<file path="src/hdl/bss_pkg.sv">
// shared types, constants and helpers of the 3x3 box-sum stream
`timescale 1ns / 1ps

package bss_pkg;

  localparam int unsigned MAX_ROW_WIDTH = 1024;
  localparam int unsigned COL_W         = $clog2(MAX_ROW_WIDTH);
  localparam int unsigned WIDTH_W       = 11;
  localparam int unsigned SAMPLE_W      = 32;
  localparam int unsigned COLSUM_W      = 34;
  localparam int unsigned SUM_W         = 36;
  localparam int unsigned ROWS_W        = 2;
  localparam int unsigned LINE_W        = 2 * SAMPLE_W;

  localparam logic [WIDTH_W-1:0] ROW_WIDTH_RESET = WIDTH_W'(64);
  localparam logic [WIDTH_W-1:0] ROW_WIDTH_MIN   = WIDTH_W'(3);
  localparam logic [WIDTH_W-1:0] ROW_WIDTH_MAX   = WIDTH_W'(MAX_ROW_WIDTH);
  localparam logic [ROWS_W-1:0]  ROWS_FULL       = ROWS_W'(2);
  localparam logic [COL_W-1:0]   FIRST_OUT_COL   = COL_W'(2);

  // raster position of one item, decided when it is accepted
  typedef struct packed {
    logic [COL_W-1:0] col;
    logic             last;
    logic             emit;
  } pos_t;

  // clamp the configured row width to the supported range
  function automatic logic [WIDTH_W-1:0] eff_width(input logic [WIDTH_W-1:0] w);
    logic [WIDTH_W-1:0] r;
    r = w;
    if (w < ROW_WIDTH_MIN) r = ROW_WIDTH_MIN;
    if (w > ROW_WIDTH_MAX) r = ROW_WIDTH_MAX;
    return r;
  endfunction

endpackage

</file>
<file path="src/hdl/bss_window_acc.sv">
// horizontal accumulation of column sums and the output register
`timescale 1ns / 1ps

module bss_window_acc (
  input  logic                                clk_i,
  input  logic                                rst_ni,
  input  logic                                advance_i,
  input  logic                                valid_i,
  input  logic signed [bss_pkg::COLSUM_W-1:0] colsum_i,
  input  bss_pkg::pos_t                       pos_i,
  output logic                                out_valid_o,
  output logic signed [bss_pkg::SUM_W-1:0]    window_sum_o,
  output logic [bss_pkg::COL_W-1:0]           out_column_o,
  output logic                                row_end_o
);

  logic                                s2_valid_q;
  logic signed [bss_pkg::COLSUM_W-1:0] s2_colsum_q;
  bss_pkg::pos_t                       s2_pos_q;
  logic signed [bss_pkg::COLSUM_W-1:0] prev_q, prev2_q;
  logic signed [bss_pkg::SUM_W-1:0]    total;
  logic                                out_valid_q;
  logic signed [bss_pkg::SUM_W-1:0]    sum_q;
  logic [bss_pkg::COL_W-1:0]           column_q;
  logic                                row_end_q;

  // history always comes from the same row when a result is due
  assign total = bss_pkg::SUM_W'(s2_colsum_q) + bss_pkg::SUM_W'(prev_q)
               + bss_pkg::SUM_W'(prev2_q);

  always_ff @(posedge clk_i or negedge rst_ni) begin
    if (!rst_ni) begin
      s2_valid_q  <= 1'b0;
      out_valid_q <= 1'b0;
    end else if (advance_i) begin
      s2_valid_q  <= valid_i;
      out_valid_q <= s2_valid_q && s2_pos_q.emit;
    end
  end

  always_ff @(posedge clk_i) begin
    if (advance_i) begin
      s2_colsum_q <= colsum_i;
      s2_pos_q    <= pos_i;
      sum_q       <= total;
      column_q    <= s2_pos_q.col - bss_pkg::FIRST_OUT_COL;
      row_end_q   <= s2_pos_q.last;
      if (s2_valid_q) begin
        prev_q  <= s2_colsum_q;
        prev2_q <= prev_q;
      end
    end
  end

  assign out_valid_o  = out_valid_q;
  assign window_sum_o = sum_q;
  assign out_column_o = column_q;
  assign row_end_o    = row_end_q;

endmodule

</file>
<file path="config.mk">
export PLATFORM = sky130hd
export DESIGN_NAME = bss_window_acc
export DESIGN_NICKNAME = d
export VERILOG_FILES = /design/src/hdl/bss_pkg.sv /design/src/hdl/bss_window_acc.sv
export SDC_FILE = /design/constraint.sdc
export NUM_CORES = 1
export LEC_CHECK = 0
export BUFFER_PORTS_ARGS = -buffer_cell sky130_fd_sc_hd__buf_2
export CAP_MARGIN = 20
export CORE_ASPECT_RATIO = 0.8
export CORE_UTILIZATION = 35
export DETAILED_ROUTE_END_ITERATION = 12
export SLEW_MARGIN = 15
export SYNTH_ARGS = -nofsm -noshare
export SYNTH_HDL_FRONTEND = slang
export SYNTH_SLANG_ARGS = --single-unit
export TNS_END_PERCENT = 50
</file>
<file path="constraint.sdc">
create_clock -name clk_i -period 3.1 [get_ports clk_i]
set_clock_uncertainty 0.2 [all_clocks]
set_input_delay 0.62 -clock clk_i [delete_from_list [all_inputs] [get_ports clk_i]]
set_output_delay 0.62 -clock clk_i [all_outputs]
set_load 0.02 [all_outputs]
</file>
==> impl_metrics.tcl, run 1 <==
set metrics [dict create \
    end_kind "register" \
    synth_flop_cell "edfxtp_1" \
    core_mm2 0.0211 \
    critical_path_class "reg -> reg" \
    grt-busiest-layer "met2" \
    die_h_um 134 \
    min_period_ns 3.39 \
    maxSlewViolCount 0 \
    dp.final_hpwl_mm 10.8 \
    seq_power_share_pct 40.9 \
    comb_power_share_pct 29.6 \
    slew_headroom_pct 68.6 \
    power_density_mw_per_mm2 746 \
    swShare_pct 31.1 \
    antenna_found_initial 0 \
    place_inst 907 \
    synthToLayoutAreaGrowth_pct 26.4 \
    power.leakage_nw 3.83 \
    io_pins 98 \
    vias_per_cell 4.81 \
    drt-wirelength-per-cell_um 15.7 \
    fin_util_pct 45.8 \
    tns_ns -1.87 \
    drtAntennaViolNets 0 \
    cts-root-buf "clkbuf_16" \
    synth.largest_area_cell "edfxtp_1" \
    ys_seq_elements 163 \
    first_global_vias 4799 \
    netlist_instances 497 \
    clock_sinks 163 \
    vdd_drop_max_v 0.000396 \
    vias 4547 \
    gp_congestion 0.874 \
    routed_wl_mm 14.9 \
    syn-cell-area_mm2 0.00763 \
    hold_viol_final 0 \
    layout_worst_path_cycle_share_pct 109 \
    switchingPower_mw 2.24 \
    grtUsageMet3_pct 3.42 \
    internal_power_mw 4.95 \
    synth_cell_type_count 47 \
    crit_slowest_cell "fa_1" \
    insertedDiodeCount 0 \
    grtUsageMet2_pct 21.5 \
    htreeDepth 4 \
    grt_pass1_wl_mm 24.3 \
    worst_pin_slew_ns 0.464 \
    drive_gt1_share_pct 32.1 \
    place_worst_setup_slack_ns -0.289 \
    cp_slowest_stage_delay_ns 0.48 \
    clock_path_buffers 2 \
    ys.warnings.count 0 \
    failed_checks "setup timing" \
    fin_cells 946 \
    seq_area_frac_synth_pct 64.0 \
    nFillCells 1857 \
    grt_max_degree 69 \
    setup_viol 14 \
    grt-ovfl-total 0 \
    worstHoldPathType "in -> reg" \
    clock_power_share_pct 29.6 \
    crit_arrival_ns 3.36 \
    synth.avg_cell_area_um2 15.3 \
    setup_ws_ns -0.289 \
    maxCapViolCount 0 \
    clock_latency_ns 0.42 \
    nNetsFinal 784 \
    yosys.cell_count.top_type "edfxtp_1" \
    hold_ws_ns 0.165 \
    syn_nets 617 \
    cp.required_ns 3.07 \
    status "complete, but fails checks" \
    synth_edf_count 161 \
    cts_buffers 17 \
    synthArstFlopShare_pct 1.23 \
    crit_path_cell_trace "fa_1 -> ha_2 -> inv_2 -> fa_2 -> nand2b_4 -> a21oi_4 -> o311a_4 -> a41o_1 -> o41a_1 -> a221oi_2 -> xnor2_1" \
    cp_max_fo 3 \
    netlist.area_leader.share_pct 63.4 \
    die_area_mm2 0.0224 \
    start_util_pct 36.2 \
    gr-usage-met1_pct 19.4 \
    grtUsageTotal_pct 14.1 \
    drtIter0Drc 236 \
    fp.dieW_um 167 \
    drcViolationCount 0 \
    path_clk_slew_ns 0.07 \
    netlist_top_cells_area "edfxtp_1 63%, fa_1 9.2%, ha_1 5.7%, xnor2_1 2.5%, a21oi_1 2.5%" \
    worstSetupStartpointType "register" \
    cts_tree "built" \
    rsz0062_at_grt "yes" \
    max_freq_ghz 0.295 \
    port_buffers 97 \
    row_count 47 \
    synth.top_cells.by_count "161 x edfxtp_1, 38 x a21oi_1, 35 x fa_1, 35 x ha_1, 29 x nand2_1" \
    first_pass_iters 4 \
]
-- critical path, delay by kind of cell (launching register included) --
family	cells	cell delay [ns]
adders and majority gates	3	0.88
DFF	1	0.42
buffers and inverters	1	0.06
AOI/OAI and AO/OA	5	1.33
and+or+nand+nor	1	0.14
xor gates and xnor gates	1	0.10
-- per-layer routing --
metal  up-vias  part of all wire (%)
met4         0                   1.1
li1       2203                     -
met5         -                     0
met1      2226                    51
met3        14                   3.9
met2       104                    44
-- stage by stage --
stage | power (mW) | cell area [µm²]
after global placement | 4.98 | 8890
final | 7.19 | 9640
after detailed placement | 5.02 | 8890
after floorplan | 4.22 | 7680
after global routing | 7.56 | 9640
after CTS | 7.24 | 9580
-- placed cells by master (no fill, tap or decap), types with 4 or more instances in the layout --
cell         n
nor3_1       4
o21ai_0     15
nand2b_1     6
xor2_2       4
inv_1       17
a21o_1      18
a31oi_1      4
buf_4       56
ha_1        32
a21oi_2      8
and3_1      10
a21oi_1     30
clkbuf_16   17
nand2_1     29
nor2b_1      4
buf_2       96
inv_6        4
nor2_1      19
xnor2_1     21
xor2_1      12
fa_1        34
edfxtp_1   161
-- path summary, 6_finish.rpt --
| kind | slack, ns | depth (start not counted) | to | start |
|---|---|---|---|---|
| hold reg to reg | 0.23 | 0 | row_end_o$_DFFE_PP_ | s2_pos_q[1]$_DFFE_PP_ |
| setup reg to reg | -0.29 | 11 | window_sum_o[31]$_DFFE_PP_ | prev_q[1]$_DFFE_PP_ |
| min in group asynchronous | 0.30 | 2 | s2_valid_q$_DFFE_PN0P_ | rst_ni |
| setup / recovery | -0.29 | 11 | window_sum_o[31]$_DFFE_PP_ | prev_q[1]$_DFFE_PP_ |
| max in group asynchronous | 2.30 | 2 | out_valid_o$_DFFE_PN0P_ | rst_ni |
| hold / removal | 0.17 | 1 | s2_colsum_q[28]$_DFFE_PP_ | colsum_i[28] |
-- logic make-up (layout without fill, tap and decap cells) --
family / Yosys count / in the layout / synth area share (%)
adders and majority gates: 70 / 70 / 14.9
muxes: 1 / 1 / 0.148
and+or+nand+nor: 89 / 89 / 5.74
buffers and inverters: 27 / 207 / 1.33
DFF: 163 / 163 / 64.0
xor gates and xnor gates: 38 / 38 / 4.36
AOI/OAI and AO/OA: 109 / 109 / 9.46
-- flip-flops by register name (all words and copies together), names as in the netlist --
| name | cells |
|---|---|
| window_sum_o | 36 |
| prev2_q | 34 |
| prev_q | 34 |
| s2_colsum_q | 34 |
| s2_pos_q | 12 |
| out_column_o | 10 |
| out_valid_o | 1 |
| row_end_o | 1 |
| s2_valid_q | 1 |
-- cell type report --
cell class / count / area [µm²] / area share, %
clock buffers: 17 / 425 / 4.41
clock inverters: 15 / 170 / 1.77
well taps: 269 / 337 / 3.49
repair buffers: 156 / 962 / 9.98
flip-flops and latches: 163 / 4880 / 50.7
multi-input cells: 307 / 2790 / 28.9
inverters: 19 / 71.3 / 0.740
-- power groups by stage --
stage          sequential (mW)  combinational [mW]  clock [mW]
6_report                  2.94                2.13        2.13
5_1_grt                   2.97                2.33        2.26
4_1_cts                   2.95                2.10        2.19
3_5_place_dp              2.99                2.02           0
3_3_place_gp              2.99                1.99           0
2_1_floorplan             3.18                1.04           0
-- timing repair --
item                                   in CTS  in global routing
buffers inserted                            4                  2
gates resized for setup                    13                  9
endpoints found under the hold margin       2                  0
pin swaps                                  11                  3
hold buffers                                1                  0
setup endpoints to repair                  19                 21
Power figures use the tool's default switching activity.
==> run 2: changes to the inputs <==
CTS_CLUSTER_DIAMETER = 60   (was default)
clock period = 4.3 ns   (was 3.1 ns; I/O delays follow)
==> impl_metrics.tcl, run 2 (same netlist as run 1, synthesis figures left out) <==
set metrics [dict create \
    layout_worst_path_cycle_share_pct 85.0 \
    worstHoldPathType "reg -> reg" \
    reg2reg_slack_ns 0.64 \
    hold_ws_ns 0.224 \
    worstHoldPathCells 0 \
    hold_viol_final 0 \
    place_area_mm2 0.00846 \
    insertedDiodeCount 0 \
    rr_worst_depth 11 \
    power_density_mw_per_mm2 542 \
    drtAntennaViolNets 0 \
    vias_per_cell 4.93 \
    dp.final_hpwl_mm 10.6 \
    drcViolationCount 0 \
    row_count 47 \
    routed_wl_mm 14.6 \
    vias 4392 \
    place_worst_setup_slack_ns 0.655 \
    crit_arrival_ns 3.63 \
    fp.dieW_um 167 \
    cts-root-buf "clkbuf_16" \
    crit_slowest_cell "a2111oi_0" \
    antenna_found_initial 0 \
    htreeDepth 4 \
    max_freq_ghz 0.274 \
    drtIter0Drc 289 \
    path_clk_slew_ns 0.07 \
    cp_max_fo 5 \
    clock_sinks 163 \
    gp_congestion 0.851 \
    start_util_pct 36.2 \
    fin_util_pct 43.0 \
    drt-wirelength-per-cell_um 16.4 \
    end_kind "register" \
    status "finished, final reports clean" \
    cts_buffers 17 \
    fin_area_mm2 0.00905 \
    cp_slowest_stage_delay_ns 0.59 \
    grt-ovfl-total 0 \
    final_cell_mix "161 x edfxtp_1, 96 x buf_2, 38 x a21oi_1" \
    slew_headroom_pct 43.8 \
    core_mm2 0.0211 \
    hold_start "s2_pos_q[2]$_DFFE_PP_" \
    min_period_ns 3.66 \
    rsz0062_at_grt "no" \
    clock_path_buffers 2 \
    first_pass_iters 4 \
    fin_cells 891 \
    min_to "out_column_o[0]$_DFFE_PP_" \
    die_h_um 134 \
    port_buffers 97 \
    tns_ns 0 \
    cts_setup_buffers 0 \
    cts_hold_buffers 1 \
    first_global_vias 4558 \
    worst_pin_slew_ns 0.843 \
    nNetsFinal 729 \
    path_common_cell "fa_1" \
    cts_resized 0 \
    synthToLayoutAreaGrowth_pct 18.7 \
    cts_tree "built" \
    setup_ws_ns 0.644 \
    worstSetupStartpointType "register" \
    io_pins 98 \
    setup_viol 0 \
    maxCapViolCount 0 \
    vdd_drop_max_v 0.000271 \
    place_inst 858 \
    grtUsageTotal_pct 13.6 \
    reg2reg_from "s2_colsum_q[1]$_DFFE_PP_" \
    cp.required_ns 4.28 \
    total_power_mw 4.90 \
    clock_latency_ns 0.42 \
    startpoint "s2_colsum_q[1]$_DFFE_PP_" \
    largest_reg_flops 36 \
    maxSlewViolCount 0 \
    drive_gt1_share_pct 22.0 \
    grt_pass1_wl_mm 23.4 \
    power.leakage_nw 3.53 \
    final_common_cell "edfxtp_1" \
    crit_path_cell_trace "fa_1 -> ha_1 -> inv_1 -> fa_1 -> nand2b_1 -> a21oi_2 -> o311a_4 -> a2111oi_0 -> o21ai_1 -> a31oi_1 -> xnor2_1" \
    critical_path_class "reg -> reg" \
    grt_max_degree 49 \
    die_area_mm2 0.0224 \
    r2r-end "window_sum_o[33]$_DFFE_PP_" \
]
run 2: final cells by class:
cell class / instances / area, µm²
clock buffers: 18 / 429
repair buffers: 101 / 533
clock inverters: 14 / 154
inverters: 19 / 71.3
fillers: 1935 / 12000
flip-flops and latches: 163 / 4880
well taps: 269 / 337
multi-input cells: 307 / 2640
run 2: per-layer routing:
layer | GRT usage, % | share of wire (%)
met5 | 0 | 0
met4 | 4.58 | 1.6
met3 | 3.84 | 4.9
met2 | 20.4 | 43
met1 | 19.0 | 50
run 2: worst max-delay path by stage:
stage	endpoint	slack, ns	depth (start not counted)
3_5_place_dp	window_sum_o[33]$_DFFE_PP_	0.66	11
4_1_cts	window_sum_o[33]$_DFFE_PP_	0.62	11
5_1_grt	window_sum_o[33]$_DFFE_PP_	0.32	11
2_1_floorplan	window_sum_o[31]$_DFFE_PP_	0.96	11
3_3_place_gp	window_sum_o[29]$_DFFE_PP_	0.75	11
6_report	window_sum_o[33]$_DFFE_PP_	0.64	11
run 2: worst max-delay path, delay by kind of cell (launching register included):
kind / cells / cell delay, ns
AO/OA/AOI/OAI: 5 / 1.56
XOR/XNOR: 1 / 0.08
adder cells (fa/ha/maj): 3 / 0.92
buffers and inverters: 1 / 0.07
flip-flops: 1 / 0.42
AND/OR/NAND/NOR: 1 / 0.16
run 2: where the power goes:
part / leakage, nW / internal (mW) / switching, mW
registers: 1.57 / 2.03 / 0.0930
clock network: 0.279 / 0.863 / 0.641
logic: 1.68 / 0.489 / 0.791
