### src/hdl/bss_pkg.sv
// shared types, constants and helpers of the 3x3 box-sum stream
`timescale 1ns / 1ps

package bss_pkg;

  localparam int unsigned MAX_ROW_WIDTH = 1024;
  localparam int unsigned COL_W         = $clog2(MAX_ROW_WIDTH);
  localparam int unsigned WIDTH_W       = 11;
  localparam int unsigned SAMPLE_W      = 32;
  localparam int unsigned COLSUM_W      = 34;
  localparam int unsigned SUM_W         = 36;
  localparam int unsigned ROWS_W        = 2;
  localparam int unsigned LINE_W        = 2 * SAMPLE_W;

  localparam logic [WIDTH_W-1:0] ROW_WIDTH_RESET = WIDTH_W'(64);
  localparam logic [WIDTH_W-1:0] ROW_WIDTH_MIN   = WIDTH_W'(3);
  localparam logic [WIDTH_W-1:0] ROW_WIDTH_MAX   = WIDTH_W'(MAX_ROW_WIDTH);
  localparam logic [ROWS_W-1:0]  ROWS_FULL       = ROWS_W'(2);
  localparam logic [COL_W-1:0]   FIRST_OUT_COL   = COL_W'(2);

  // raster position of one item, decided when it is accepted
  typedef struct packed {
    logic [COL_W-1:0] col;
    logic             last;
    logic             emit;
  } pos_t;

  // clamp the configured row width to the supported range
  function automatic logic [WIDTH_W-1:0] eff_width(input logic [WIDTH_W-1:0] w);
    logic [WIDTH_W-1:0] r;
    r = w;
    if (w < ROW_WIDTH_MIN) r = ROW_WIDTH_MIN;
    if (w > ROW_WIDTH_MAX) r = ROW_WIDTH_MAX;
    return r;
  endfunction

endpackage

### src/hdl/bss_raster_ctrl.sv
// row width register and column / row counters of the raster stream
`timescale 1ns / 1ps

module bss_raster_ctrl (
  input  logic                        clk_i,
  input  logic                        rst_ni,
  input  logic                        cfg_we_i,
  input  logic [bss_pkg::WIDTH_W-1:0] cfg_row_width_i,
  input  logic                        accept_i,
  input  logic                        frame_start_i,
  output bss_pkg::pos_t               pos_o
);

  logic [bss_pkg::WIDTH_W-1:0] row_width_q;
  logic [bss_pkg::COL_W-1:0]   col_q, col_d, col;
  logic [bss_pkg::ROWS_W-1:0]  rows_q, rows_d, rows;
  logic [bss_pkg::WIDTH_W-1:0] width;
  logic                        last;

  always_comb begin
    width = bss_pkg::eff_width(row_width_q);
    col   = frame_start_i ? '0 : col_q;
    rows  = frame_start_i ? '0 : rows_q;
    last  = ({1'b0, col} + bss_pkg::WIDTH_W'(1)) >= width;

    pos_o.col  = col;
    pos_o.last = last;
    pos_o.emit = (rows == bss_pkg::ROWS_FULL) && (col >= bss_pkg::FIRST_OUT_COL);

    col_d  = col_q;
    rows_d = rows_q;
    if (accept_i) begin
      if (last) begin
        col_d  = '0;
        rows_d = (rows == bss_pkg::ROWS_FULL) ? rows : rows + bss_pkg::ROWS_W'(1);
      end else begin
        col_d  = col + bss_pkg::COL_W'(1);
        rows_d = rows;
      end
    end
  end

  always_ff @(posedge clk_i or negedge rst_ni) begin
    if (!rst_ni) begin
      row_width_q <= bss_pkg::ROW_WIDTH_RESET;
      col_q       <= '0;
      rows_q      <= '0;
    end else begin
      if (cfg_we_i) begin
        row_width_q <= cfg_row_width_i;
      end
      col_q  <= col_d;
      rows_q <= rows_d;
    end
  end

endmodule

### config.mk
export PLATFORM = sky130hd
export DESIGN_NAME = bss_raster_ctrl
export DESIGN_NICKNAME = d
export VERILOG_FILES = /design/src/hdl/bss_pkg.sv /design/src/hdl/bss_raster_ctrl.sv
export SDC_FILE = /design/constraint.sdc
export NUM_CORES = 1
export LEC_CHECK = 0
export ABC_CLOCK_PERIOD_IN_PS = 6650
export BUFFER_PORTS_ARGS = -buffer_cell sky130_fd_sc_hd__buf_2
export CORE_ASPECT_RATIO = 0.8
export CORE_MARGIN = 2
export CORE_UTILIZATION = 40
export DETAILED_ROUTE_END_ITERATION = 10
export MAX_ROUTING_LAYER = met4
export RECOVER_POWER = 100
export SYNTH_ARGS = -nofsm -noshare
export SYNTH_HDL_FRONTEND = slang
export SYNTH_SLANG_ARGS = --single-unit
### constraint.sdc
create_clock -name clk_i -period 6.65 [get_ports clk_i]
set_input_delay 1.33 -clock clk_i [delete_from_list [all_inputs] [get_ports clk_i]]
set_output_delay 1.33 -clock clk_i [all_outputs]
set_load 0.005 [all_outputs]
==> summary.md, run 1 <==
| Metric | Value |
|---|---|
| Net switching power | `103 uW` |
| Number of register bits inferred by synthesis | `23` |
| Number of buffers created by CTS | `3` |
| Tcrit/Tclk final | `84.2%` |
| Leading cell type by number of instances after synthesis | `sky130_fd_sc_hd__nand2_1` |
| Largest net degree at the start of global routing | `24` |
| Final total negative setup slack | `0 ns` |
| Post-DRT Antenna Nets | `0` |
| Uppermost signal routing layer after detailed routing | `met4` |
| Number of standard cells in the layout, taps in and fillers out | `~230` |
| Yosys top cell area share | `a little over a third` |
| CP startpoint | `frame_start_i` |
| Post-cts sizing count | `0` |
| Normalized max-slew margin | `roughly 13%` |
| Standard-cell rows | `20` |
| Switching power share of the total | `a little under a third` |
| Residual DRC count | `0` |
| Upper clock frequency limit | `179 MHz` |
| Met3 layer wire length in the routed design | `~120 um` |
| Post-synthesis average cell area | `between 9 and 10 um^2` |
| Clock H-tree levels | `1` |
| Signed area change from the synthesized netlist to the final layout | `12.8%` |
| Vert. Die Dim | `about 60 um` |
| Estimated wirelength of the detail-placed design | `between 2000 and 3000 um` |
| Type of destination of the critical path | `primary output` |
| Width of the die | `about 73 um` |
| Detailed-route wire length per cell | `15.9 um` |
| Ys flop type | `sky130_fd_sc_hd__dfrtp_1` |
| Cell variety after synth | `38` |
| Number of antenna violations at the first check in global routing | `0` |
| First-pass GRT wire length | `between 6000 and 7000 um` |
| Total grt overflow | `0` |
| Clock root buffer | `sky130_fd_sc_hd__clkbuf_8` |
| Synth top cells by count | `sky130_fd_sc_hd__nand2_1 (25), sky130_fd_sc_hd__dfrtp_1 (22), sky130_fd_sc_hd__ha_1 (15)` |
| Slew @ Worst Pin | `1.31 ns` |
| Placed cell count | `approximately 230` |
| Clock buffer depth | `2` |
| Fraction of final layout cells sized beyond drive strength 1 | `between 20% and 30%` |
| Int Power | `approximately 230 uW` |
| Via count of the first global-routing pass | `~1,300` |
| Capturing point of the worst reg2reg path | `col_q[6]` |
| Later-pin clock latency in the skew report | `0.26 ns` |
| Maximum fanout along the worst path | `15` |
| IO Pins | `28` |
| Clock share of power | `roughly a quarter` |
| Setup slack, reg-to-reg | `3.41 ns` |
| Status | `finished clean` |
| Clock-pin slew on the worst setup and hold paths | `roughly 0.080 ns` |
| Routed wire length | `approximately 3700 um` |
| Largest area contributor in the synthesized netlist | `sky130_fd_sc_hd__dfrtp_1` |
| Initial drt markers | `92` |
| Unrepaired setup endpoints after global routing | `no` |
| Worst min path class | `flop to flop` |
| Async S/R FF share, synth | `100%` |
| Total clock sinks | `23` |
| Met1 layer wirelength in the final routing | `around 1800 um` |
| Number of setup violations in the final report | `0` |
| Total die area | `roughly 4400 um^2` |
| Number of synthesis warnings | `0` |
| Post-layout minimum cycle time | `roughly 5.6 ns` |
| Via density | `around 5.6` |
| Depth of the worst register-to-register path | `11` |
| Post-synthesis instance area | `between 1500 and 2000 um^2` |
| Number of enable-type register cells in the synthesized netlist | `0` |
| Post-Syn Nets | `just under 200` |
| Count of nets after finishing | `approximately 220` |
| Number of diodes added for antenna fixing | `0` |
| Count of endpoints failing hold in the final timing report | `0` |
| Share of the yosys chip area belonging to registers | `between 30% and 40%` |
| Number of buffers added on ports | `27` |
| Cells after synthesis | `162` |
| Placer Congestion | `between 0.8 and 0.9` |
| Core footprint | `3750 um^2` |
| Max-cap viol count | `0` |
| Top cells by area in the synthesized netlist | `sky130_fd_sc_hd__dfrtp_1 (36%), sky130_fd_sc_hd__ha_1 (12%), sky130_fd_sc_hd__mux2_2 (7.3%)` |
| Initial Util | `about 41%` |
| Data required time at the worst endpoint | `~5.3 ns` |
| Worst Setup Path Type | `input pin to primary output` |
| Overall routing resource usage | `roughly 20%` |
| Combinational share of power | `23.0%` |
| Hold buffer count at cts | `0` |
| Total power density per cell area | `approximately 190 nW/um^2` |
| Clock skew | `0.00241 ns` |
| Max rail drop VDD | `0.000110 V` |
| TritonCTS clock tree | `done` |
| Endpoint of the worst setup timing path | `pos_o[1]` |
| LEAKAGE | `around 0.00083 uW` |
| Count of vias placed by the detailed router | `around 1,300` |
| Arrival time of the worst setup path | `4.27 ns` |
| Relative contribution of sequential cells to total power | `between 50% and 60%` |
| Detailed-routed wire length on met2 | `around 1800 um` |
| Total iterations of the first detailed-routing run | `4` |
| Beginning of the worst register-to-register path | `col_q[0]` |
| Slew Viols, Final | `0` |
| Critical path launch point type | `input pin` |
| Buffers inserted by post-CTS timing repair | `0` |
| Fill cells | `between 300 and 400` |
==> state kept, by name, summed over array words and instances, names as in the netlist <==
signal       flops
col_q           10
row_width_q     11
rows_q           2
==> cell usage in the layout, fill, tap and decap left out <==
master / Yosys / final
sky130_fd_sc_hd__a22o_2: 2 / 2
sky130_fd_sc_hd__a21o_1: 2 / 2
sky130_fd_sc_hd__a2111o_1: 1 / 1
sky130_fd_sc_hd__a31o_2: 1 / 1
sky130_fd_sc_hd__clkbuf_8: 0 / 3
sky130_fd_sc_hd__a21oi_1: 4 / 4
sky130_fd_sc_hd__a31oi_1: 1 / 1
sky130_fd_sc_hd__nand4_1: 3 / 3
sky130_fd_sc_hd__nor2_1: 7 / 7
sky130_fd_sc_hd__nand2_1: 25 / 25
sky130_fd_sc_hd__o221ai_1: 2 / 2
sky130_fd_sc_hd__nor2b_1: 8 / 8
sky130_fd_sc_hd__nand2b_1: 5 / 5
sky130_fd_sc_hd__nand4b_1: 1 / 1
sky130_fd_sc_hd__o31a_1: 1 / 1
sky130_fd_sc_hd__clkinvlp_4: 0 / 1
sky130_fd_sc_hd__dfstp_2: 1 / 1
sky130_fd_sc_hd__xnor2_1: 2 / 2
sky130_fd_sc_hd__mux2i_1: 1 / 1
sky130_fd_sc_hd__and3_1: 3 / 4
sky130_fd_sc_hd__o211ai_1: 1 / 1
sky130_fd_sc_hd__or4_1: 1 / 1
sky130_fd_sc_hd__o21ai_0: 4 / 4
sky130_fd_sc_hd__clkbuf_2: 0 / 6
sky130_fd_sc_hd__ha_1: 15 / 15
sky130_fd_sc_hd__buf_2: 1 / 14
sky130_fd_sc_hd__a211oi_1: 1 / 1
sky130_fd_sc_hd__a221o_1: 1 / 1
sky130_fd_sc_hd__nand3_1: 6 / 6
sky130_fd_sc_hd__inv_1: 7 / 8
sky130_fd_sc_hd__nor4b_1: 1 / 1
sky130_fd_sc_hd__dfrtp_1: 22 / 22
sky130_fd_sc_hd__mux2_2: 10 / 10
sky130_fd_sc_hd__clkbuf_1: 3 / 7
sky130_fd_sc_hd__o2bb2ai_1: 7 / 7
sky130_fd_sc_hd__nor4_1: 4 / 4
sky130_fd_sc_hd__xor2_1: 4 / 4
==> critical path, cell delays in order <==
cell,delay (ns)
sky130_fd_sc_hd__clkbuf_1,0.24
sky130_fd_sc_hd__nor2b_1,0.40
sky130_fd_sc_hd__ha_1,0.30
sky130_fd_sc_hd__nand3_1,0.11
sky130_fd_sc_hd__or4_1,0.42
sky130_fd_sc_hd__nand2_1,0.12
sky130_fd_sc_hd__ha_1,0.16
sky130_fd_sc_hd__nand4_1,0.10
sky130_fd_sc_hd__a2111o_1,0.36
sky130_fd_sc_hd__and3_1,0.25
sky130_fd_sc_hd__inv_1,0.28
sky130_fd_sc_hd__buf_2,0.18
==> logic make-up after synthesis <==
family | synth area share, %
adder cells (fa/ha/maj) | 12.2
AND/OR/NAND/NOR | 21.4
flip-flops | 37.4
AO/OA/AOI/OAI | 13.9
buffers and inverters | 3.73
multiplexers | 7.95
XOR/XNOR | 3.41
==> area by class of cell <==
class	instances	area [um^2]	share of cell area, %
inverter	8	30.0	1.73
timing repair buffer	27	126	7.27
multi-input combinational	125	902	51.9
sequential	23	577	33.2
clock buffer	3	41.3	2.37
tap	44	55.1	3.17
clock inverter	1	7.51	0.432
==> routing by layer <==
metal	up-vias	track usage, %
met2	30	31.3
met1	632	26.8
met3	2	3.57
met5	-	-
li1	628	-
met4	0	2.60
==> per-stage QoR <==
step	utilization, %	power (uW)	worst slack, ns	hold slack, ns	area (um^2)
floorplan	-	222	1.75	0.471	1540
global placement	45.4	248	1.56	0.498	1700
detailed placement	45.4	249	1.40	0.506	1700
CTS	46.7	340	1.39	0.527	1750
global route	46.3	359	0.821	0.555	1740
finish	46.3	335	1.05	0.526	1740
==> how the worst min path moves through the flow <==
stage / start / end / slack (ns) / cells past startpoint
2_1_floorplan: col_q[7] / col_q[7] / 0.47 / 1
3_3_place_gp: row_width_q[0] / row_width_q[0] / 0.50 / 1
3_5_place_dp: row_width_q[1] / row_width_q[1] / 0.51 / 1
4_1_cts: row_width_q[1] / row_width_q[1] / 0.53 / 1
5_1_grt: row_width_q[1] / row_width_q[1] / 0.56 / 1
6_report: row_width_q[0] / row_width_q[0] / 0.53 / 1
==> power groups by stage <==
stage	combinational, uW	clock [uW]	sequential, uW
after global routing	89.3	98.4	171
after CTS	78.7	92.8	169
after detailed placement	77.8	0	172
after global placement	76.0	0	172
final	76.9	88.8	169
after floorplan	55.1	0	167
(Power assumes the default switching activity.)
==> inputs of run 2 (changes only) <==
--- a/config.mk
+++ b/config.mk
@@ -5,7 +5,7 @@
 export SDC_FILE = /design/constraint.sdc
 export NUM_CORES = 1
 export LEC_CHECK = 0
-export ABC_CLOCK_PERIOD_IN_PS = 6650
+export ABC_CLOCK_PERIOD_IN_PS = 5200
 export BUFFER_PORTS_ARGS = -buffer_cell sky130_fd_sc_hd__buf_2
 export CORE_ASPECT_RATIO = 0.8
 export CORE_MARGIN = 2
==> constraint.sdc (replaced) <==
create_clock -name clk_i -period 5.2 [get_ports clk_i]
set_input_delay 1.04 -clock clk_i [delete_from_list [all_inputs] [get_ports clk_i]]
set_output_delay 1.04 -clock clk_i [all_outputs]
set_load 0.005 [all_outputs]
==> run 2 against run 1 <==
  * Sequential power increased by 28%
  * Design area unchanged
  * Setup slack got worse by 0.56 ns
  * Count of clock-buffer cells in the layout unchanged
  * Register-to-register slack got worse by 1.3 ns
  * Worst hold slack got worse by 0.0047 ns
  * Clock skew decreased by 0.00081 ns
  * Critical path type unchanged
  * Sequential share of layout area unchanged
  * First-iteration DRC count increased by 35%
  * Largest cell class unchanged
  * Critical path depth unchanged
  * Clock power increased by 27%
  * Power increased by 28%
==> summary.md, run 2 (synthesis gave the netlist of run 1 again) <==
| Metric | Value |
|---|---|
| Clock buffer depth | `2` |
| Max-cap viol count | `0` |
| Placer Congestion | `0.866` |
| Worst Setup Path Type | `input pin to primary output` |
| Estimated wirelength of the detail-placed design | `about 2900 um` |
| Data required time at the worst endpoint | `4.16 ns` |
| Post-layout minimum cycle time | `~4.7 ns` |
| Buf/Inv on CP | `3` |
| Largest Register | `row_width_q` |
| Total grt overflow | `0` |
| Clock H-tree levels | `1` |
| Arrival time of the worst setup path | `about 3.7 ns` |
| Buffers inserted by post-CTS timing repair | `0` |
| Count of endpoints failing hold in the final timing report | `0` |
| Via density | `between 5 and 6` |
| Max rail drop VDD | `about 0.00014 V` |
| Cell breakdown of the critical path | `buf_2 -> nor2b_1 -> ha_1 -> nand3_1 -> or4_1 -> nand2_1 -> ha_1 -> nand4_1 -> a2111o_1 -> and3_1 -> inv_2 -> buf_2` |
| First-pass GRT wire length | `between 6000 and 7000 um` |
| LEAKAGE | `slightly above 0.0008 uW` |
| Count of vias placed by the detailed router | `1,303` |
| Initial Util | `41.1%` |
| Via count of the first global-routing pass | `roughly 1,300` |
| Maximum fanout along the worst path | `15` |
| Routed wire length | `3640 um` |
| Post-cts sizing count | `0` |
| Number of standard cells in the layout, taps in and fillers out | `approximately 230` |
| Largest registers | `row_width_q (11), col_q (10), rows_q (2)` |
| Clock-pin slew on the worst setup and hold paths | `about 0.08 ns` |
| Width of the die | `73.4 um` |
| Number of buffers added on ports | `27` |
| Count of nets after finishing | `around 220` |
| Residual DRC count | `0` |
| Total power density per cell area | `between 200 and 250 nW/um^2` |
| Slew Viols, Final | `0` |
| Flip-flop count of the largest register after layout | `11` |
| IO Pins | `28` |
| Slew @ Worst Pin | `1.30 ns` |
| Total clock sinks | `23` |
| Kind of cell adding the most delay to the critical path | `simple AND/OR/NAND/NOR gates` |
| Cell with the biggest individual delay on the critical path | `sky130_fd_sc_hd__or4_1` |
| TritonCTS clock tree | `done` |
| Worst min path class | `flop to flop` |
| Critical path launch point type | `input pin` |
| Number of setup violations in the final report | `0` |
| Clock root buffer | `sky130_fd_sc_hd__clkbuf_8` |
| Number of buffers created by CTS | `3` |
| Upper clock frequency limit | `roughly 210 MHz` |
| Most common library cell in the layout ignoring fill and taps | `sky130_fd_sc_hd__nand2_1` |
| Core footprint | `around 3800 um^2` |
| Fill cells | `~360` |
| Largest net degree at the start of global routing | `24` |
| Detailed-route wire length per cell | `roughly 16 um` |
| Number of diodes added for antenna fixing | `0` |
| Number of antenna violations at the first check in global routing | `0` |
| Normalized max-slew margin | `13.5%` |
| Total iterations of the first detailed-routing run | `4` |
| Initial drt markers | `124` |
| Multi-input logic area | `902 um^2` |
| Maximum single-stage delay on the critical path | `between 0.4 and 0.5 ns` |
| Later-pin clock latency in the skew report | `0.26 ns` |
| Commonest cells after routing, fill and taps aside | `sky130_fd_sc_hd__nand2_1 (25), sky130_fd_sc_hd__dfrtp_1 (22), sky130_fd_sc_hd__buf_2 (16)` |
| Placed cell count | `roughly 230` |
| Tcrit/Tclk final | `90.6%` |
| Fraction of final layout cells sized beyond drive strength 1 | `20.9%` |
| Status | `finished clean` |
| Post-DRT Antenna Nets | `0` |
| Clock skew | `around 0.0016 ns` |
| Signed area change from the synthesized netlist to the final layout | `12.8%` |
| Total die area | `around 4400 um^2` |
| Vert. Die Dim | `just under 60 um` |
| Final total negative setup slack | `0 ns` |
| Register Area | `around 580 um^2` |
| Standard-cell rows | `20` |
| Overall routing resource usage | `roughly a fifth` |
| Unrepaired setup endpoints after global routing | `no` |
| Hold buffer count at cts | `0` |
| Type of destination of the critical path | `primary output` |
| Post-route worst hold slack | `0.521 ns` |
## run 2: cell count changes in the layout (fill, tap and decap cells not counted), sizes merged
| cell | change |
|---|---|
| clkbuf | -2 |
| buf | +2 |
## run 2: layout make-up
type,instances,share of cell area [%]
timing repair buffer,27,7.27
clock inverter,1,0.432
clock buffer,3,2.37
tap,44,3.17
multi-input combinational,125,51.9
sequential,23,33.2
inverter,8,1.73
## run 2: worst register-to-register path: stages (launching register included)
cell and delay, ns:
sky130_fd_sc_hd__dfrtp_1 0.44, sky130_fd_sc_hd__nor2b_1 0.34, sky130_fd_sc_hd__ha_1 0.30, sky130_fd_sc_hd__nand3_1 0.10, sky130_fd_sc_hd__or4_1 0.41, sky130_fd_sc_hd__nand2_1 0.12, sky130_fd_sc_hd__ha_1 0.16, sky130_fd_sc_hd__nand4_1 0.10
sky130_fd_sc_hd__a2111o_1 0.36, sky130_fd_sc_hd__and3_1 0.26, sky130_fd_sc_hd__inv_2 0.18, sky130_fd_sc_hd__o221ai_1 0.16
## run 2: report_power, final
group          total [uW]  internal, uW  switching, uW
combinational        98.3          43.9           54.4
clock                 113          54.1           58.7
sequential            216           199           17.5
## run 2: worst paths after layout
kind / to / cells after the start / startpoint / slack [ns]
max in group asynchronous: row_width_q[3] / 1 / rst_ni / 3.39
min in group asynchronous: col_q[3] / 1 / rst_ni / 1.04
min reg2reg: col_q[7] / 1 / col_q[7] / 0.52
min: col_q[7] / 1 / col_q[7] / 0.52
max: pos_o[1] / 12 / frame_start_i / 0.49
max reg2reg: col_q[6] / 11 / col_q[0] / 2.14
## run 2: metrics by stage
step | cell area, um^2 | total power (uW) | utilization (%) | setup WS [ns]
floorplan | 1540 | 283 | - | 0.881
global placement | 1700 | 317 | 45.4 | 0.690
detailed placement | 1700 | 319 | 45.4 | 0.568
CTS | 1750 | 436 | 46.7 | 0.558
global route | 1740 | 460 | 46.3 | 0.260
finish | 1740 | 428 | 46.3 | 0.487
## run 2: layer usage
layer,track usage (%),wire (um)
met1,26.6,1700
met2,30.1,1730
met3,3.74,165
met4,3.64,40
met5,-,0
